File: src/hdl/ersg_pkg.sv
`default_nettype none

package ersg_pkg;

    // field widths
    localparam int unsigned COORD_W   = 12;
    localparam int unsigned SURF_W    = 13;
    localparam int unsigned ALPHA_W   = 8;
    localparam int unsigned THICK_W   = 8;
    localparam int unsigned ROW_W     = 13;
    localparam int unsigned ADDR_W    = 24;
    localparam int unsigned CFG_W     = 13;

    // squared radii stay below 2^23, row offset squared below 2^24
    localparam int unsigned SQ_W      = 23;
    localparam int unsigned JJ_W      = 24;
    localparam int unsigned NUM_W     = SQ_W + SQ_W;
    localparam int unsigned ROOT_W    = 12;

    // pipeline depth
    localparam int unsigned DIV_STAGES = SQ_W;
    localparam int unsigned SQRT_STEPS = ROOT_W;
    localparam int unsigned SB_DEPTH   = DIV_STAGES + 1 + SQRT_STEPS;
    localparam int unsigned LATENCY    = 3 + SB_DEPTH + 1;

    localparam logic [SURF_W-1:0]  SURFACE_DIM  = 13'd4096;
    localparam logic [THICK_W-1:0] MAX_BORDER   = 8'd255;
    localparam logic [ALPHA_W-1:0] OPAQUE_ALPHA = 8'd255;

    typedef enum logic [2:0] {
        CFG_POS_X        = 3'd0,
        CFG_POS_Y        = 3'd1,
        CFG_BOX_WIDTH    = 3'd2,
        CFG_BOX_HEIGHT   = 3'd3,
        CFG_THICKNESS    = 3'd4,
        CFG_SURF_WIDTH   = 3'd5,
        CFG_FILL_ALPHA   = 3'd6,
        CFG_BORDER_ALPHA = 3'd7
    } t_cfg_idx;

    // divide request: num / den, quotient used only when ok (then it is below lim)
    typedef struct packed {
        logic              ok;
        logic [NUM_W-1:0]  num;
        logic [SQ_W-1:0]   den;
        logic [SQ_W-1:0]   lim;
    } t_div_req;

    typedef struct packed {
        logic              ok;
        logic [SQ_W-1:0]   lim;
        logic [SQ_W-1:0]   quo;
    } t_div_res;

endpackage

`default_nettype wire

File: src/hdl/ersg_div.sv
`default_nettype none

module ersg_div (
    input  wire logic              i_clk,
    input  wire ersg_pkg::t_div_req i_req,
    output      ersg_pkg::t_div_res o_res
);

    localparam int unsigned W = ersg_pkg::SQ_W;
    localparam int unsigned N = ersg_pkg::DIV_STAGES;
    localparam int unsigned NUM_W_HI = ersg_pkg::NUM_W - 1;

    logic [W-1:0] r_rem [N];
    logic [W-1:0] r_num [N];
    logic [W-1:0] r_quo [N];
    logic [W-1:0] r_den [N];
    logic [W-1:0] r_lim [N];
    logic         r_ok  [N];

    // one restoring quotient bit per stage
    for (genvar k = 0; k < N; k++) begin : g_step
        logic [W-1:0] w_rem;
        logic [W-1:0] w_num;
        logic [W-1:0] w_quo;
        logic [W-1:0] w_den;
        logic [W-1:0] w_lim;
        logic         w_ok;
        logic [W:0]   w_trial;
        logic [W:0]   w_diff;

        if (k == 0) begin : g_first
            assign w_rem = i_req.num[NUM_W_HI:W];
            assign w_num = i_req.num[W-1:0];
            assign w_quo = '0;
            assign w_den = i_req.den;
            assign w_lim = i_req.lim;
            assign w_ok  = i_req.ok;
        end else begin : g_next
            assign w_rem = r_rem[k-1];
            assign w_num = r_num[k-1];
            assign w_quo = r_quo[k-1];
            assign w_den = r_den[k-1];
            assign w_lim = r_lim[k-1];
            assign w_ok  = r_ok[k-1];
        end

        assign w_trial = {w_rem, w_num[W-1]};
        assign w_diff  = w_trial - {1'b0, w_den};

        always_ff @(posedge i_clk) begin
            if (w_trial >= {1'b0, w_den}) begin
                r_rem[k] <= w_diff[W-1:0];
                r_quo[k] <= {w_quo[W-2:0], 1'b1};
            end else begin
                r_rem[k] <= w_trial[W-1:0];
                r_quo[k] <= {w_quo[W-2:0], 1'b0};
            end
            r_num[k] <= {w_num[W-2:0], 1'b0};
            r_den[k] <= w_den;
            r_lim[k] <= w_lim;
            r_ok[k]  <= w_ok;
        end
    end

    assign o_res.ok  = r_ok[N-1];
    assign o_res.lim = r_lim[N-1];
    assign o_res.quo = r_quo[N-1];

endmodule

`default_nettype wire

File: config.mk
export PLATFORM = sky130hd
export DESIGN_NAME = ersg_div
export DESIGN_NICKNAME = d
export VERILOG_FILES = /design/src/hdl/ersg_pkg.sv /design/src/hdl/ersg_div.sv
export SDC_FILE = /design/constraint.sdc
export NUM_CORES = 2
export LEC_CHECK = 0
export BUFFER_PORTS_ARGS = -buffer_cell sky130_fd_sc_hd__buf_2
export CAP_MARGIN = 20
export CORE_ASPECT_RATIO = 1.1
export CORE_MARGIN = 2
export CORE_UTILIZATION = 45
export DETAILED_ROUTE_END_ITERATION = 16
export GPL_TIMING_DRIVEN = 0
export PLACE_DENSITY_LB_ADDON = 0.2
export SLEW_MARGIN = 0
export SYNTH_ARGS = -nofsm -noshare
export SYNTH_HDL_FRONTEND = slang
export SYNTH_SLANG_ARGS = --single-unit
File: constraint.sdc
create_clock -name i_clk -period 5.8 [get_ports i_clk]
set_input_delay 0 -clock i_clk [delete_from_list [all_inputs] [get_ports i_clk]]
set_output_delay 0 -clock i_clk [all_outputs]
set_load 0.05 [all_outputs]
======== Word level (Yosys, flattened, before mapping) ========
Memories as Yosys holds them, arrays and structs flattened.
Index checks and enable logic that the tools add are counted.
storage, ports and cells
  RAM bits ................................ 2,645
  memories ................................ 6
  word-level logic and storage cells ...... 213
  bits in registers ....................... 0
  input port bits ......................... 94
  output and inout bits ................... 47
memory list
  name   depth  width  read ports  clocked after Yosys merged registers in  write ports  RTL line        source
  r_den  23     23     22          0                                        23           ersg_div.sv:16  logic [W-1:0] r_den [N];
  r_lim  23     23     23          0                                        23           ersg_div.sv:17  logic [W-1:0] r_lim [N];
  r_quo  23     23     23          0                                        23           ersg_div.sv:15  logic [W-1:0] r_quo [N];
  r_rem  23     23     22          0                                        23           ersg_div.sv:13  logic [W-1:0] r_rem [N];
  r_num  23     22     22          0                                        23           ersg_div.sv:14  logic [W-1:0] r_num [N];
  r_ok   23     1      23          0                                        23           ersg_div.sv:18  logic r_ok [N];
cells by class
  bitwise operators ....................... 46
  muxes and demuxes ....................... 115
  add/sub/neg operators ................... 23
  $lt $le $gt $ge ......................... 23
operators with widths
  cell                                              count
  23-bit two-way mux                                46
  24-bit by 23-bit >= comparator with 1-bit output  23
  23-bit subtractor                                 23
  1-bit two-way mux                                 69
  1-bit bitwise OR                                  46

======== Depth between registers and ports, before layout ========
An unclocked memory read counts as a cell.
  depth after elaboration ................. 5
  depth in mapped cells ................... 15
  gate-level depth less buffers ........... 13

======== Least setup slack after synthesis ========
OpenSTA, ideal clock, no wires.
  path type ............................... reg2reg
  from .................................... mem r_num[1][131] (netlist bit)
  to ...................................... mem r_rem[1][143] (netlist bit)
  setup slack ............................. 2.870 ns
  clock period less this slack ............ 2.930 ns
  cell stages (with the launch flop) ...... 14
  arrival ................................. 2.809 ns
  path through ............................ dfxtp_1 -> inv_1 -> ha_1 -> fa_1 -> nor2b_1 -> o21ai_2 -> a21boi_1 -> o211ai_1 -> a21oi_2 -> nor4_4 -> o31a_1 -> o31ai_4 -> buf_4 -> mux2_2
RTL lines
  what             RTL line
  start, declared  ersg_div.sv:14
  end, declared    ersg_div.sv:13

==> results_dict.tcl <==
set metrics [dict create \
    status "completed" \
    synth-seq-area-share_pct 56.2 \
    ctsHoldBuffers 210 \
    pin_count 141 \
    drtIter0Drc 2645 \
    routedWlPerCell_um 15.6 \
    htree_levels 4 \
    hold_viol 0 \
    p_leak_nw 39.8 \
    ys_seq_elements 2093 \
    synth_edf_count 0 \
    synth.largest_area_cell "dfxtp_1" \
    p_sw_w 0.0191 \
    drtPass1Iterations 5 \
    wl_mm 155 \
    worstMarginPinSlew_ns 1.04 \
    grt_use_total_pct 18.2 \
    power_frac_comb_pct 39.1 \
    cpMaxStageDelayCell "dlygate4sd3_1" \
    clkLatencyLatePin_ns 0.84 \
    grt_pass1_wl_mm 248 \
    antenna_found_initial 4 \
    power.share.clock_pct 25.0 \
    yosysTopAreaCellShare_pct 56.2 \
    die_w_um 392 \
    die_area_sq_mm 0.169 \
    crit_type "input port to flip-flop" \
    fin_total_pwr_w 0.0545 \
    grt_max_degree 17 \
    cts.sinks 2093 \
    vias 49198 \
    crit_required_ns 6.54 \
    drive_above_1_share_pct 10.1 \
    ctsResizeCount 0 \
    synthArstFlopShare_pct 0 \
    synth.net_count 7648 \
    gp_congestion 0.923 \
    grt_overflow 0 \
    post-route-period-util_pct 79.2 \
    cp-end-kind "flip-flop" \
    initial_utilization_pct 45.3 \
    fillerInstances 14392 \
    fmax_mhz 218 \
    synth.area.top_cells "dfxtp_1 56%, ha_1 8.9%, inv_1 3.5%" \
    maxSlewViolCount 0 \
    cp_max_fo 10 \
    ir_drop_v 0.000300 \
    arrival_ns 5.33 \
    hpwl_mm 117 \
    p_int_w 0.0354 \
    maxSlewHeadroom_pct 29.9 \
    power_density_mw_per_mm2 624 \
    cts_max_path_buffers 3 \
    fin_tns_setup_ns 0 \
    ys.flop_type "dfxtp_1" \
    cts_tree "done" \
    core_sq_mm 0.165 \
    post_cts_buffers 0 \
    crit_path_max_incr_delay_ns 0.58 \
    p_seq_share_pct 35.9 \
    crit_path_start_kind "input port" \
    nets 8201 \
    grt_setup_unrepaired "no" \
    synthDistinctLibCells 96 \
    crit_chain "dlygate4sd3_1, buf_2, dlygate4sd3_1, ha_1, fa_1, nor2b_1, o21bai_1, a31oi_1, o2111ai_1, a41oi_1, nor2_1, o21ai_0, clkbuf_1, nor2_1, dlygate4sd3_1, a21oi_1, dlygate4sd3_1" \
    grt_pass1_vias 48461 \
    ys_warn_count 0 \
    antenna_left 0 \
    area_growth_pct 17.1 \
    portBuffers 140 \
    fp-row-count 156 \
    synth.most_common_cell "dfxtp_1" \
    drcViolationCount 0 \
    hp-class "input port to flip-flop" \
    syn_area_sq_mm 0.0746 \
    postSynthCellCount 7003 \
    cap_violations 0 \
    layout_min_cycle_time_ns 4.59 \
    cts_buffers 201 \
    die_h_um 431 \
    finClkSkew_ns 0.0459 \
    netSwitchingFraction_pct 35.1 \
    path_clk_slew_ns 0.06 \
    syn_area_per_cell_sq_um 10.6 \
    setup_violations 0 \
    viasPerCell 4.95 \
    cp_common_cell "dlygate4sd3_1" \
    cts_root_buffer "clkbuf_16" \
    synth_common_cells "2093 x dfxtp_1, 697 x inv_1, 529 x ha_1, 479 x a21oi_1, 392 x nor2_1" \
]
[critical path, delay by kind of cell]
| family | cells | cell delay [ns] |
|---|---|---|
| and+or+nand+nor | 3 | 0.38 |
| adders and majority gates | 2 | 0.66 |
| buffers and inverters | 6 | 2.83 |
| AOI/OAI and AO/OA | 6 | 1.48 |
[final timing paths]
kind | depth (start not counted) | from | slack [ns] | endpoint
max | 17 | i_req[23] | 1.21 | r_rem[0][5]
min | 4 | i_req[24] | 0.10 | r_rem[0][1]
max reg2reg | 13 | r_num[1][65] | 1.88 | r_rem[1][83]
min reg2reg | 0 | r_quo[2][124] | 0.30 | r_quo[2][148]
[registers in the layout, summed over array words and instances (netlist names)]
name   count
r_lim    529
r_den    506
r_rem    506
r_quo    276
r_num    253
r_ok      23
[kinds of logic (layout without fill, tap and decap cells)]
logic type / Yosys count / after routing / synth area share [%]
DFF: 2093 / 2093 / 56.2
AOI/OAI and AO/OA: 1606 / 1606 / 13.7
and+or+nand+nor: 1338 / 1338 / 8.56
buffers and inverters: 809 / 1534 / 4.19
adders and majority gates: 551 / 551 / 9.47
xor gates and xnor gates: 388 / 388 / 4.56
muxes: 218 / 218 / 3.34
other: 0 / 4 / 0
[area by class of cell]
type                    instances  area [sq um]  share of cell area (%)
diodes                          4          10.0                  0.0115
plain buffers                 107           487                   0.557
clock buffers                 268          5640                    6.46
clock inverters               107          1560                    1.79
inverters                     702          2640                    3.02
multi-input cells            4101         29500                    33.8
flip-flops and latches       2093         41900                    48.0
well taps                    2212          2770                    3.17
repair buffers                350          2800                    3.21
[per-stage QoR]
| stage | utilization [%] | setup WS (ns) | hold slack, ns | instance area (sq um) | instances |
|---|---|---|---|---|---|
| 4_1_cts | 53.1 | 1.47 | 0.00538 | 87300 | 9940 |
| 6_report | 53.1 | 1.21 | 0.102 | 87300 | 9944 |
| 2_1_floorplan | - | 2.87 | 0.0277 | 74600 | 7003 |
| 3_5_place_dp | 47.4 | 1.90 | 0.104 | 78000 | 9355 |
| 5_1_grt | 53.1 | 1.01 | 0.0710 | 87300 | 9942 |
| 3_3_place_gp | 47.4 | 1.86 | 0.102 | 78000 | 9355 |
[power groups by stage]
stage                     combinational [W]  clock [W]  sequential, W
after CTS                            0.0213     0.0141         0.0196
after detailed placement             0.0210          0         0.0199
after global placement               0.0208          0         0.0198
after global routing                 0.0237     0.0147         0.0199
final                                0.0213     0.0136         0.0196
after floorplan                      0.0162          0         0.0193
[per-layer routing]
metal	track usage (%)	share of wire, %	vias to the layer above
met3	3.09	4.2	368
met2	29.7	45	1108
met1	23.5	46	22674
met4	8.51	4.6	0
met5	0	0	-
li1	-	-	25048
[cell usage in the layout, fill, tap and decap left out, types with 28 or more instances in the layout]
cell type	n
dlygate4sd3_1	210
a211o_1	30
xnor2_1	248
ha_1	529
o211ai_1	28
dfxtp_1	2093
nor2_1	392
clkinv_2	41
a21oi_1	479
o31ai_1	44
nor2b_1	70
nand2b_1	55
a31oi_1	43
o21a_1	99
buf_2	169
xor2_1	140
a211oi_1	33
inv_1	697
nand3_1	100
clkbuf_8	34
nand4_1	68
and3_1	52
clkbuf_1	99
o21bai_1	58
o21ai_0	349
nand2_1	371
a21o_1	233
mux2_2	179
nor3_1	89
clkbuf_16	202
No activity file was read; power rests on OpenSTA's default activity.
