$ cat src/hdl/ersg_pkg.sv
`default_nettype none

package ersg_pkg;

    // field widths
    localparam int unsigned COORD_W   = 12;
    localparam int unsigned SURF_W    = 13;
    localparam int unsigned ALPHA_W   = 8;
    localparam int unsigned THICK_W   = 8;
    localparam int unsigned ROW_W     = 13;
    localparam int unsigned ADDR_W    = 24;
    localparam int unsigned CFG_W     = 13;

    // squared radii stay below 2^23, row offset squared below 2^24
    localparam int unsigned SQ_W      = 23;
    localparam int unsigned JJ_W      = 24;
    localparam int unsigned NUM_W     = SQ_W + SQ_W;
    localparam int unsigned ROOT_W    = 12;

    // pipeline depth
    localparam int unsigned DIV_STAGES = SQ_W;
    localparam int unsigned SQRT_STEPS = ROOT_W;
    localparam int unsigned SB_DEPTH   = DIV_STAGES + 1 + SQRT_STEPS;
    localparam int unsigned LATENCY    = 3 + SB_DEPTH + 1;

    localparam logic [SURF_W-1:0]  SURFACE_DIM  = 13'd4096;
    localparam logic [THICK_W-1:0] MAX_BORDER   = 8'd255;
    localparam logic [ALPHA_W-1:0] OPAQUE_ALPHA = 8'd255;

    typedef enum logic [2:0] {
        CFG_POS_X        = 3'd0,
        CFG_POS_Y        = 3'd1,
        CFG_BOX_WIDTH    = 3'd2,
        CFG_BOX_HEIGHT   = 3'd3,
        CFG_THICKNESS    = 3'd4,
        CFG_SURF_WIDTH   = 3'd5,
        CFG_FILL_ALPHA   = 3'd6,
        CFG_BORDER_ALPHA = 3'd7
    } t_cfg_idx;

    // divide request: num / den, quotient used only when ok (then it is below lim)
    typedef struct packed {
        logic              ok;
        logic [NUM_W-1:0]  num;
        logic [SQ_W-1:0]   den;
        logic [SQ_W-1:0]   lim;
    } t_div_req;

    typedef struct packed {
        logic              ok;
        logic [SQ_W-1:0]   lim;
        logic [SQ_W-1:0]   quo;
    } t_div_res;

endpackage

`default_nettype wire

$ cat src/hdl/ersg_sqrt.sv
`default_nettype none

module ersg_sqrt (
    input  wire logic                   i_clk,
    input  wire ersg_pkg::t_div_res     i_res,
    output      logic [ersg_pkg::ROOT_W-1:0] o_root
);

    localparam int unsigned RW = ersg_pkg::ROOT_W;
    localparam int unsigned XW = 2 * RW;
    localparam int unsigned N  = ersg_pkg::SQRT_STEPS;
    localparam int unsigned MW = RW + 1;

    logic [XW-1:0] r_x;
    logic [XW-1:0] r_xs   [N];
    logic [MW-1:0] r_rem  [N];
    logic [RW-1:0] r_root [N];

    // limit = a2 - quotient, zero where the row lies beyond the radius
    always_ff @(posedge i_clk) begin
        if (i_res.ok) begin
            r_x <= {1'b0, i_res.lim - i_res.quo};
        end else begin
            r_x <= '0;
        end
    end

    // one root digit per stage
    for (genvar k = 0; k < N; k++) begin : g_step
        logic [XW-1:0] w_x;
        logic [MW-1:0] w_rem;
        logic [RW-1:0] w_root;
        logic [MW+1:0] w_t;
        logic [MW+1:0] w_trial;

        if (k == 0) begin : g_first
            assign w_x    = r_x;
            assign w_rem  = '0;
            assign w_root = '0;
        end else begin : g_next
            assign w_x    = r_xs[k-1];
            assign w_rem  = r_rem[k-1];
            assign w_root = r_root[k-1];
        end

        assign w_t     = {w_rem, w_x[XW-1:XW-2]};
        assign w_trial = {1'b0, w_root, 2'b01};

        always_ff @(posedge i_clk) begin
            if (w_t >= w_trial) begin
                r_rem[k]  <= MW'(w_t - w_trial);
                r_root[k] <= {w_root[RW-2:0], 1'b1};
            end else begin
                r_rem[k]  <= w_t[MW-1:0];
                r_root[k] <= {w_root[RW-2:0], 1'b0};
            end
            r_xs[k] <= {w_x[XW-3:0], 2'b00};
        end
    end

    // round up unless exact
    assign o_root = r_root[N-1] + RW'(r_rem[N-1] != '0);

endmodule

`default_nettype wire
$ cat config.mk
export PLATFORM = sky130hd
export DESIGN_NAME = ersg_sqrt
export DESIGN_NICKNAME = d
export VERILOG_FILES = /design/src/hdl/ersg_pkg.sv /design/src/hdl/ersg_sqrt.sv
export SDC_FILE = /design/constraint.sdc
export NUM_CORES = 1
export LEC_CHECK = 0
export ABC_AREA = 1
export BUFFER_PORTS_ARGS = -buffer_cell sky130_fd_sc_hd__clkbuf_2
export CORE_AREA = 2 2 234 293
export DETAILED_ROUTE_END_ITERATION = 8
export DIE_AREA = 0 0 236 295
export PLACE_DENSITY = 0.36
export SLEW_MARGIN = 10
export SYNTH_ARGS = -nofsm -noshare
export SYNTH_HDL_FRONTEND = slang
export SYNTH_SLANG_ARGS = --single-unit
$ cat constraint.sdc
create_clock -name i_clk -period 5.5 [get_ports i_clk]
set_input_delay 1.1 -clock i_clk [delete_from_list [all_inputs] [get_ports i_clk]]
set_output_delay 1.1 -clock i_clk [all_outputs]
set_load 0.02 [all_outputs]
Yosys cells after proc, flatten, opt, wreduce, memory -nomap -nowiden:

Memories as Yosys holds them, arrays and structs flattened.
Index checks and enable logic that the tools add are counted.

* bits in registers: 24
* memory bits (writable): 564
* input bits: 48
* output and inout bits: 12
* memories kept: 3

* $add $sub $neg: 14
* order comparisons: 12
* mux-type cells: 60
* bitwise logic cells: 24
* reductions and logical operators: 1

Memories
* r_xs: depth 12, width 22, read ports 11, clocked after Yosys merged registers in 0, wr ports 12, line ersg_sqrt.sv:15 `logic [XW-1:0] r_xs [N];`
* r_rem: depth 12, width 13, read ports 12, clocked after Yosys merged registers in 0, wr ports 12, line ersg_sqrt.sv:16 `logic [MW-1:0] r_rem [N];`
* r_root: depth 12, width 12, read ports 12, clocked after Yosys merged registers in 0, wr ports 12, line ersg_sqrt.sv:17 `logic [RW-1:0] r_root [N];`

Operators with widths (number)
* $ge 15x14->1: 11
* $mux 13: 12
* $mux 12: 12
* $sub 13x13->13: 11
* $mux 1: 36
* $or 1x1->1: 24
* $sub 23x23->23: 1
* $reduce_bool 13->1: 1
* $add 12x1->12: 1
* $sub 2x1->3 const B: 1
* $ge 2x1->1 const B: 1

Longest topological paths before layout:

Gate-level depths: netlist of run 1.
An unclocked memory read counts as a cell.

* depth after elaboration: 5
* gate-level depth with buffers: 14

Least setup slack after synthesis of run 1:

No wires, ideal clock.

* path type: register to output
* from: memory r_rem[2][50] (netlist name)
* to: output port o_root[10] (netlist name)
* data arrival time: 1.643 ns
* path slack: 2.757 ns
* stages on the path, launching flop included: 11
* path through: dfxtp_1 nor3_1 nand4_1 ha_1 ha_1 nand2_1 nor2_1 nand3_1 nor2_1 nand4_1 xnor2_1

RTL lines
* from (decl): line ersg_sqrt.sv:16
* to (decl): line ersg_sqrt.sv:6 `output logic [ersg_pkg::ROOT_W-1:0] o_root`

==> results of run 1 <==
==> layer usage <==
layer	wire [µm]	vias to the layer above	part of all wire (%)	global-route usage (%)
li1	-	6898	-	-
met1	17000	5837	41	13.3
met2	22200	184	53	24.0
met3	1300	76	3.1	1.95
met4	1230	0	2.9	4.44
met5	0	-	0	0
==> final timing paths <==
kind                            slack (ns)                    to  depth (start not counted)                   from
worst max-delay path                  1.80            o_root[10]                         11   r_rem[2][45]$_DFF_P_
worst min-delay path                  0.31   r_xs[8][18]$_DFF_P_                          0    r_xs[7][16]$_DFF_P_
worst max register to register        3.12  r_rem[1][39]$_DFF_P_                         10  r_root[1][24]$_DFF_P_
worst min register to register        0.31   r_xs[8][18]$_DFF_P_                          0    r_xs[7][16]$_DFF_P_
==> cells in the final DEF, fill, tap and decap left out, types with 10 or more instances in the layout <==
cell type,instances
xor2_1,46
xnor2_1,25
clkbuf_8,10
nor3_1,31
o21ai_0,56
nand3_1,113
nand3_2,11
a21oi_1,94
nor2_1,182
o21ai_1,18
nand2_2,11
clkbuf_16,45
nand2_1,566
inv_1,363
clkbuf_2,59
nand3b_1,12
ha_1,114
nand4_1,43
dfxtp_1,373
==> synthesized netlist by cell type (2+ instances only) <==
| master | n | area [µm²] |
|---|---|---|
| nor2_1 | 182 | 683 |
| o21bai_1 | 8 | 60.1 |
| nand2_2 | 11 | 68.8 |
| nand2_1 | 566 | 2120 |
| nor3_1 | 31 | 155 |
| buf_2 | 3 | 15.0 |
| o21ai_1 | 18 | 90.1 |
| nand4_1 | 43 | 269 |
| buf_12 | 2 | 40.0 |
| ha_1 | 114 | 1430 |
| inv_2 | 4 | 15.0 |
| nand3b_1 | 12 | 90.1 |
| nor2_4 | 5 | 56.3 |
| dfxtp_1 | 373 | 7470 |
| a21boi_0 | 2 | 15.0 |
| nand3_1 | 113 | 566 |
| o21ai_0 | 56 | 280 |
| clkbuf_1 | 2 | 7.51 |
| xnor2_1 | 25 | 219 |
| nor4_1 | 2 | 12.5 |
| nor3b_1 | 3 | 22.5 |
| nand4_2 | 2 | 25.0 |
| inv_1 | 363 | 1360 |
| nor3_2 | 3 | 30.0 |
| xor2_1 | 46 | 403 |
| o21ai_2 | 8 | 70.1 |
| or2_2 | 5 | 31.3 |
| nand3_2 | 11 | 110 |
| and2_1 | 3 | 18.8 |
| a21oi_1 | 94 | 470 |
| a21oi_2 | 8 | 70.1 |
| nor2_2 | 6 | 37.5 |
| buf_6 | 8 | 90.1 |
| o21a_1 | 2 | 15.0 |
==> registers in the layout, indices dropped and copies added, names as in the netlist <==
signal and cells:
r_rem 140, r_xs 132, r_root 78, g_step.w_x 23
==> power by group through the flow <==
stage	clock network, mW	registers (mW)	logic, mW
after floorplan	0	3.69	2.80
after detailed placement	0	3.87	3.65
after global placement	0	3.87	3.65
after CTS	3.06	3.81	3.66
final	2.92	3.79	3.59
after global routing	3.16	3.87	4.13
==> worst register-to-register path, delay by kind of cell (launching register included) <==
kind	cells	cell delay [ns]
adder cells (fa/ha/maj)	1	0.37
flip-flops	1	0.33
AO/OA/AOI/OAI	1	0.24
AND/OR/NAND/NOR	6	1.01
buffers and inverters	2	0.31
==> final cells by class <==
type | count | area (µm²)
Sequential cell | 373 | 7470
Inverter | 367 | 1380
Tap cell | 864 | 1080
Fill cell | 7256 | 47500
Clock inverter | 16 | 184
Clock buffer | 62 | 1290
Multi-Input combinational cell | 1389 | 7550
Timing Repair Buffer | 60 | 303
==> per-stage QoR <==
| step | setup WS, ns | cell area [µm²] | hold WS [ns] | utilization, % | total power [mW] |
|---|---|---|---|---|---|
| final | 1.80 | 19300 | 0.313 | 28.9 | 10.3 |
| after global routing | 1.51 | 19300 | 0.318 | 28.9 | 11.2 |
| after CTS | 1.63 | 19300 | 0.303 | 28.9 | 10.5 |
| after detailed placement | 2.28 | 17800 | 0.312 | 26.7 | 7.52 |
| after global placement | 2.32 | 17800 | 0.310 | 26.7 | 7.52 |
| after floorplan | 2.76 | 16600 | 0.310 | - | 6.50 |
==> kinds of logic after synthesis <==
kind of cell | after synthesis
XOR/XNOR | 71
other | 1
flip-flops | 373
buffers and inverters | 382
AND/OR/NAND/NOR | 1003
AO/OA/AOI/OAI | 199
adder cells (fa/ha/maj) | 115
==> impl_metrics.py, run 1 <==
metrics = {
    "timing": {
        "hold_viol_final": 0,
        "fin_crit_sh_pct": 67.3,
        "min_period_ns": 3.70,
        "rsz0062_at_grt": "false",
        "max_freq_mhz": 270,
        "skew_ns": 0.0224,
        "slew_headroom_pct": 62.0,
        "maxSlewViolCount": 0,
        "setup_tns_ns": 0,
        "tightest_slew_ns": 0.570,
        "finalSetupViolations": 0,
    },
    "drt": {
        "num_vias": 13000,
        "drtIter0Drc": 529,
        "drc": 0,
        "vias_per_cell": 4.15,
        "post_drt_wl_per_cell_um": 13.3,
        "ant_nets": 0,
        "dr.pass1.iters": 5,
        "finalWirelength_mm": 41.8,
    },
    "yosys": {
        "synthArstFlopShare_pct": 0,
        "post_synth.cell_area_avg_um2": 7.72,
        "synth_top_family_by_area": "simple AND/OR/NAND/NOR gates",
        "synth_cell_types": 44,
        "synthAdderAreaFrac_pct": 8.74,
        "synth_simple_gate_area_share_pct": 26.4,
        "ys_ff_latch": 373,
        "synth_compound_area_share_pct": 6.67,
        "muxShareOfSynthArea_pct": 0,
        "syn-num-nets": 2307,
        "ys_seq_area_share_pct": 45.1,
        "synthFlopType": "dfxtp_1",
        "yosysWarnings": 0,
        "synth_xor_area_share_pct": 3.76,
        "synth_edf_count": 0,
        "syn_area_mm2": 0.0166,
        "syn-instance-count": 2144,
    },
    "grt": {
        "grt_max_degree": 23,
        "grt_first_pass_wirelength_mm": 68.8,
        "grt.overflow.total": 0,
        "grt_pass1_vias": 13400,
        "grtUsageTotal_pct": 12.3,
        "antenna_found_initial": 0,
    },
    "final_layout": {
        "antenna_cells": 0,
        "final_nets": 2397,
        "syn_to_final_growth_pct": 16.3,
        "finalNonFillerCells": 3131,
        "drive_above_1_share_pct": 8.82,
    },
    "die": {
        "core_area_mm2": 0.0667,
        "fp-row-count": 106,
        "io-pin-count": 60,
        "initial_utilization_pct": 24.8,
        "die-width_um": 236,
        "die_area_mm2": 0.0696,
        "die_h_um": 295,
    },
    "clocking": {
        "cts_setup_buffers": 0,
        "cts_tree": "yes",
        "cts_htree_levels": 2,
        "clk_path_buf_depth": 3,
        "clk_pin_slew_ns": 0.06,
        "cts_num_sinks": 373,
        "cts_hold_buf": 0,
        "cts-buffers-inserted": 43,
        "cts_root_buf": "clkbuf_16",
        "clock_latency_ns": 0.57,
        "ctsResizeCount": 0,
    },
    "critical_path": {
        "crit_path_end_kind": "output pin",
        "worstSetupPathType": "flip-flop to output pin",
        "cp.required_ns": 4.40,
        "critPathLaunchType": "flip-flop",
        "cp.buffers_inverters": 1,
        "worstPathArrival_ns": 2.60,
        "cp_max_fo": 2,
        "worst_path_max_delay_cell": "dfxtp_1",
        "max_stage_delay_ns": 0.31,
        "path_delay_family": "simple AND/OR/NAND/NOR gates",
        "worstPathCellList": "nor4_1, nand4_1, ha_1, ha_1, nand2_1, nor2_1, nand3_1, nor2_1, nand4_1, xnor2_1, clkbuf_2",
    },
    "placement": {
        "numPortBuffers": 59,
        "place.gp.congestion": 0.840,
        "dp.cells": 3053,
        "dp_hpwl_mm": 34.0,
    },
    "power": {
        "p_seq_share_pct": 36.8,
        "pwr-share-clk_pct": 28.4,
        "p_switching_mw": 3.84,
        "switching_share_pct": 37.3,
        "powerDensity_mw_per_mm2": 535,
        "intPower_mw": 6.46,
        "power_leakage_nw": 9.88,
        "p_comb_share_pct": 34.8,
        "ir_drop_mv": 0.204,
    },
    "flow_run": {
        "drv_cap": 0,
    },
    "worst_hold_path": {
        "hold_path_class": "flip-flop to flip-flop",
    },
    "outcome": {
        "status": "completed",
    },
}
No activity file was read; power rests on OpenSTA's default activity.
==> inputs of run 2 (changes only) <==
--- a/config.mk
+++ b/config.mk
@@ -5,12 +5,12 @@
 export SDC_FILE = /design/constraint.sdc
 export NUM_CORES = 1
 export LEC_CHECK = 0
-export ABC_AREA = 1
+export ABC_AREA = 0
 export BUFFER_PORTS_ARGS = -buffer_cell sky130_fd_sc_hd__clkbuf_2
-export CORE_AREA = 2 2 234 293
+export CORE_AREA = 2 2 223 280
 export DETAILED_ROUTE_END_ITERATION = 8
-export DIE_AREA = 0 0 236 295
-export PLACE_DENSITY = 0.36
+export DIE_AREA = 0 0 225 282
+export PLACE_DENSITY = 0.37
 export SLEW_MARGIN = 10
 export SYNTH_ARGS = -nofsm -noshare
 export SYNTH_HDL_FRONTEND = slang
==> constraint.sdc (replaced) <==
create_clock -name i_clk -period 3 [get_ports i_clk]
set_input_delay 0.6 -clock i_clk [delete_from_list [all_inputs] [get_ports i_clk]]
set_output_delay 0.6 -clock i_clk [all_outputs]
set_load 0.02 [all_outputs]
==> run 2 against run 1 <==
Against the previous run: critical path depth decreased by 1; final cell count decreased by 23%; global-route usage decreased by 2.2 points; clock skew increased by 0.0091 ns; setup slack got worse by 1.7 ns; final area decreased by 7.1%; critical path type unchanged; largest cell class is now flip-flops and latches.
==> impl_metrics.py, run 2 <==
metrics = {
    "timing": {
        "rsz0062_at_grt": "true",
        "skew_ns": 0.0315,
        "slew_headroom_pct": 56.1,
        "tightest_slew_ns": 0.653,
        "setup_tns_ns": 0,
        "min_period_ns": 2.91,
        "fin_crit_sh_pct": 97.0,
        "finalSetupViolations": 0,
        "hold_viol_final": 0,
        "max_freq_mhz": 343,
        "maxSlewViolCount": 0,
    },
    "critical_path": {
        "crit_path_end_kind": "output pin",
        "cp.buffers_inverters": 1,
        "worstPathCellList": "nor4_4, nand4_1, ha_2, ha_4, and3_4, nand3_4, nor2_4, nand2_1, xnor2_1, buf_4",
        "max_stage_delay_ns": 0.32,
        "r2r_cells": 8,
        "reg2reg_slack_ns": 0.54,
        "critPathLaunchType": "flip-flop",
        "r2r_start": "r_root[2][31]$_DFF_P_",
        "cp_max_fo": 3,
        "r2r-end": "r_rem[2][42]$_DFF_P_",
        "worstSetupPathType": "flip-flop to output pin",
        "cp.required_ns": 2.40,
        "worst_path_max_delay_cell": "dfxtp_2",
        "worstPathArrival_ns": 2.31,
        "path_delay_family": "simple AND/OR/NAND/NOR gates",
    },
    "die": {
        "die_area_mm2": 0.0635,
        "io-pin-count": 60,
        "initial_utilization_pct": 24.8,
        "die-width_um": 225,
        "fp-row-count": 101,
        "core_area_mm2": 0.0605,
        "die_h_um": 282,
    },
    "yosys": {
        "synthArstFlopShare_pct": 0,
        "synthTopCellsByArea": "dfxtp_1 50%, ha_1 9.5%, inv_1 3.6%",
        "syn_area_mm2": 0.0150,
        "syn-instance-count": 1485,
        "yosysMostFrequentCell": "dfxtp_1",
        "ys_seq_area_share_pct": 49.7,
        "synth_edf_count": 0,
        "ys_ff_latch": 373,
        "yosysWarnings": 0,
        "synth_top_area_share_pct": 49.7,
        "synth.largest_area_cell": "dfxtp_1",
        "synthTopCellsByCount": "373 x dfxtp_1, 143 x inv_1, 114 x ha_1",
        "synth_cell_types": 83,
        "syn-num-nets": 1648,
        "post_synth.cell_area_avg_um2": 10.1,
        "synthFlopType": "dfxtp_1",
    },
    "placement": {
        "dp.cells": 2315,
        "numPortBuffers": 59,
        "place.gp.congestion": 0.797,
        "dp_hpwl_mm": 24.5,
    },
    "final_layout": {
        "finalNonFillerCells": 2397,
        "drive_above_1_share_pct": 14.1,
        "final_nets": 1753,
        "final_common_cell": "dfxtp_1",
        "syn_to_final_growth_pct": 19.1,
        "most-common-layout-cells": "372 x dfxtp_1, 143 x inv_1, 112 x nor2_1, 112 x ha_1, 102 x a21oi_1",
        "reg.largest.list": "r_rem (140), r_xs (132), r_root (78)",
        "largest_reg_flops": 140,
        "largest-register": "r_rem",
        "antenna_cells": 0,
    },
    "power": {
        "p_total_mw": 18.4,
        "pwr-share-clk_pct": 29.2,
        "p_comb_share_pct": 32.7,
        "power_leakage_nw": 8.09,
        "switching_share_pct": 32.6,
        "p_seq_share_pct": 38.1,
        "powerDensity_mw_per_mm2": 1030,
        "intPower_mw": 12.4,
        "ir_drop_mv": 0.403,
        "p_switching_mw": 5.99,
    },
    "grt": {
        "grt.overflow.total": 0,
        "grt_max_degree": 22,
        "grtUsageTotal_pct": 10.1,
        "antenna_found_initial": 1,
        "grt_first_pass_wirelength_mm": 51.3,
        "grt_pass1_vias": 10700,
    },
    "drt": {
        "post_drt_wl_per_cell_um": 13.1,
        "num_vias": 10200,
        "drc": 0,
        "drtIter0Drc": 331,
        "vias_per_cell": 4.25,
        "ant_nets": 0,
        "finalWirelength_mm": 31.3,
        "dr.pass1.iters": 4,
    },
    "worst_hold_path": {
        "hold_path_class": "flip-flop to flip-flop",
        "hold_end": "r_xs[6][16]$_DFF_P_",
        "hp-start": "r_xs[5][14]$_DFF_P_",
        "worstHoldPathCells": 0,
    },
    "clocking": {
        "cts_num_sinks": 373,
        "clock_latency_ns": 0.58,
        "cts_root_buf": "clkbuf_16",
        "clk_path_buf_depth": 3,
        "cts-buffers-inserted": 43,
        "clk_pin_slew_ns": 0.06,
        "cts_hold_buf": 0,
        "cts_htree_levels": 2,
        "cts_tree": "yes",
    },
    "flow_run": {
        "drv_cap": 0,
    },
    "outcome": {
        "status": "completed",
    },
}
-- run 2: cell count changes in the layout (fill, tap and decap cells not counted), sizes merged, moves of 14 or more --
cell,delta
mux2,+31
o21ai,-29
nand4,-33
xnor2,+36
nand2b,+14
nor2,-80
nand3,-96
buf,+21
a21o,+24
o21a,+33
nor4,+14
nand2,-505
inv,-222
nor2b,+20
-- run 2: worst max-delay path by stage --
stage,depth (start not counted),to,from,slack [ns]
after global routing,10,o_root[10],r_rem[2][41]$_DFF_P_,-0.04
final,10,o_root[10],r_rem[2][41]$_DFF_P_,0.09
after CTS,10,o_root[10],r_rem[2][41]$_DFF_P_,-0.02
after global placement,12,g_step[0].w_x[22]$_SDFF_PN0_,i_res[23],-0.003
after floorplan,10,g_step[0].w_x[22]$_SDFF_PN0_,i_res[23],0.28
after detailed placement,12,g_step[0].w_x[22]$_SDFF_PN0_,i_res[23],-0.04
-- run 2: routing by layer --
metal  GRT usage, %  share of wire, %  vias to the layer above
li1               -                 -                     5320
met1           8.88                36                     4643
met2           21.2                57                      141
met5              0                 0                        -
met4           4.72               3.9                        0
met3           1.99               3.3                       73
-- run 2: power by group through the flow --
stage	Combinational, mW	Clock (mW)	Sequential (mW)
after detailed placement	5.94	0	7.11
after global routing	6.72	5.79	7.17
final	6.01	5.37	7.01
after floorplan	4.71	0	6.86
after CTS	6.08	5.60	7.03
after global placement	5.90	0	7.10
-- run 2: area by class of cell --
type	count	area (µm²)
Timing Repair Buffer	77	440
Multi-Input combinational cell	951	6980
Clock inverter	19	250
Inverter	144	541
Sequential cell	373	7470
Fill cell	6292	42600
Tap cell	772	966
Clock buffer	61	1240
-- run 2: timing repair --
action	CTS	global route
pin swaps	7	1
buffers inserted	2	0
cloned	0	0
gates resized for setup	15	6
endpoints found under the setup margin	7	5
-- run 2: kinds of logic (layout without fill, tap and decap cells) --
group | Yosys count | count (layout) | share of synthesized area, %
buf+inv | 161 | 301 | 4.27
simple gates | 379 | 379 | 13.0
other cells | 1 | 1 | 0.0250
xor+xnor | 108 | 108 | 6.30
fa+ha+maj | 115 | 115 | 9.63
mux | 43 | 43 | 3.42
flops | 373 | 373 | 49.7
compound gates | 305 | 305 | 13.7
-- run 2: metrics by stage --
step	utilization (%)	worst slack (ns)	hold slack (ns)	area (µm²)
after global routing	29.6	-0.0426	0.319	17900
final	29.6	0.0885	0.298	17900
after CTS	29.5	-0.0238	0.300	17900
after global placement	26.9	-0.00300	0.311	16300
after detailed placement	26.9	-0.0403	0.312	16300
after floorplan	-	0.279	0.310	15000
==> inputs of run 3 (changes only) <==
--- a/config.mk
+++ b/config.mk
@@ -5,11 +5,11 @@
 export SDC_FILE = /design/constraint.sdc
 export NUM_CORES = 1
 export LEC_CHECK = 0
-export ABC_AREA = 0
+export ABC_AREA = 1
 export BUFFER_PORTS_ARGS = -buffer_cell sky130_fd_sc_hd__clkbuf_2
-export CORE_AREA = 2 2 223 280
+export CORE_AREA = 2 2 234 293
 export DETAILED_ROUTE_END_ITERATION = 8
-export DIE_AREA = 0 0 225 282
+export DIE_AREA = 0 0 236 295
 export PLACE_DENSITY = 0.37
 export SLEW_MARGIN = 10
 export SYNTH_ARGS = -nofsm -noshare
==> run 3 against run 2 <==
Against the previous run: setup slack improved by 0.0031 ns; sequential cell count unchanged; power increased by 4.4%; global-route usage increased by 2.1 points; via count increased by 28%; critical path depth increased by 1; sequential share of layout area decreased by 3.3 points; hold slack improved by 0.0024 ns; maximum frequency increased by 0.11%; clock power increased by 1%; critical endpoint unchanged; largest cell class is now multi-input gates.
==> impl_metrics.py, run 3 (synthesized netlist as in run 1, its figures left out) <==
metrics = {
    "power": {
        "powerDensity_mw_per_mm2": 988,
        "power_leakage_nw": 9.96,
        "ir_drop_mv": 0.433,
    },
    "grt": {
        "grt_pass1_vias": 13500,
        "grt_first_pass_wirelength_mm": 68.2,
        "top_usage_layer": "met2",
        "grtUsageTotal_pct": 12.2,
        "grt.overflow.total": 0,
        "grt_max_degree": 23,
        "grtUsageMet1_pct": 12.5,
        "use_met3_pct": 1.86,
        "use_met2_pct": 24.5,
        "antenna_found_initial": 0,
    },
    "flow_run": {
        "drv_cap": 0,
    },
    "timing": {
        "min_period_ns": 2.91,
        "slew_headroom_pct": 64.5,
        "tightest_slew_ns": 0.532,
        "holdWs_ns": 0.301,
        "hold_viol_final": 0,
        "skew_ns": 0.0261,
        "rsz0062_at_grt": "true",
        "finalSetupViolations": 0,
        "max_freq_mhz": 344,
        "layout_setup_ws_ns": 0.0916,
        "maxSlewViolCount": 0,
        "fin_crit_sh_pct": 96.9,
    },
    "final_layout": {
        "most-common-layout-cells": "565 x nand2_1, 369 x dfxtp_1, 363 x inv_1",
        "fillers": 7212,
        "finalInstanceArea_mm2": 0.0194,
        "largest_reg_flops": 140,
        "final_common_cell": "nand2_1",
        "drive_above_1_share_pct": 9.77,
        "finalNonFillerCells": 3137,
        "reg.largest.list": "r_rem (140), r_xs (132), r_root (78)",
        "largest-register": "r_rem",
        "syn_to_final_growth_pct": 17.4,
        "final_nets": 2403,
        "antenna_cells": 0,
    },
    "critical_path": {
        "worstSetupPathType": "flip-flop to output pin",
        "worstPathArrival_ns": 2.31,
        "worstPathCellList": "nor4_4, nand4_1, ha_2, ha_4, nand2_4, nor2_4, nand3_4, nor2_4, nand4_1, xnor2_1, buf_4",
        "cp.buffers_inverters": 1,
        "cp_max_fo": 2,
        "crit_path_end_kind": "output pin",
        "critPathLaunchType": "flip-flop",
        "path_delay_family": "simple AND/OR/NAND/NOR gates",
        "max_stage_delay_ns": 0.33,
        "worst_path_max_delay_cell": "dfxtp_2",
        "cp.required_ns": 2.40,
    },
    "clocking": {
        "clock_latency_ns": 0.56,
        "cts_num_sinks": 373,
        "cts_htree_levels": 2,
        "clk_path_buf_depth": 3,
        "cts_hold_buf": 0,
        "cts-buffers-inserted": 42,
        "cts_tree": "yes",
        "clk_pin_slew_ns": 0.06,
        "cts_root_buf": "clkbuf_16",
    },
    "placement": {
        "dp.cells": 3057,
        "placed_cell_area_mm2": 0.0178,
        "dp_slack_ns": 0.278,
        "dp_hpwl_mm": 33.7,
        "numPortBuffers": 59,
        "place.gp.congestion": 0.834,
    },
    "die": {
        "fp-row-count": 106,
        "io-pin-count": 60,
        "initial_utilization_pct": 24.8,
        "die-width_um": 236,
        "die_area_mm2": 0.0696,
        "die_h_um": 295,
        "core_area_mm2": 0.0667,
    },
    "drt": {
        "vias_per_cell": 4.16,
        "num_vias": 13100,
        "post_drt_wl_per_cell_um": 13.3,
        "drtIter0Drc": 539,
        "ant_nets": 0,
        "dr.pass1.iters": 5,
        "finalWirelength_mm": 41.6,
        "drc": 0,
    },
    "worst_hold_path": {
        "hold_path_class": "flip-flop to flip-flop",
    },
    "outcome": {
        "status": "completed",
    },
}
==> run 3: worst paths after layout <==
kind	start	endpoint	slack (ns)	cells after the start
max	r_rem[2][48]$_DFF_P_	o_root[10]	0.09	11
min	r_xs[4][16]$_DFF_P_	r_xs[5][18]$_DFF_P_	0.30	0
max reg2reg	r_root[1][24]$_DFF_P_	r_rem[1][39]$_DFF_P_	0.77	10
min reg2reg	r_xs[4][16]$_DFF_P_	r_xs[5][18]$_DFF_P_	0.30	0
==> run 3: area by class of cell <==
type	count	area (µm²)	area share (%)
clock buffer	61	1260	6.50
clock inverter	16	224	1.15
inverter	367	1380	7.09
multi-input combinational	1389	7650	39.4
sequential	373	7470	38.5
tap	864	1080	5.56
timing repair buffer	67	360	1.85
==> run 3: timing repair <==
action | 4_1_cts | 5_1_grt
endpoints found under the setup margin | 6 | 4
gates resized for setup | 16 | 12
setup buffers | 2 | 1
endpoints found under the hold margin | 0 | 0
pin swaps | 9 | 7
==> run 3: metrics by stage <==
stage	total power, mW	utilization (%)	TNS (ns)
floorplan	11.9	-	0
global placement	13.8	26.7	0
detailed placement	13.8	26.7	0
CTS	19.5	29.0	-0.0830
global route	20.7	29.1	-0.107
finish	19.2	29.1	0
==> run 3: report_power, final <==
part           internal (mW)  switching [mW]
clock network           3.36            2.07
logic                   2.49            4.30
registers               6.24           0.734
==> run 3: layer usage <==
metal / vias to the layer above / part of all wire, %
li1: 6895 / -
met5: - / 0
met1: 5912 / 40
met3: 71 / 3.0
met2: 178 / 54
met4: 0 / 3.0
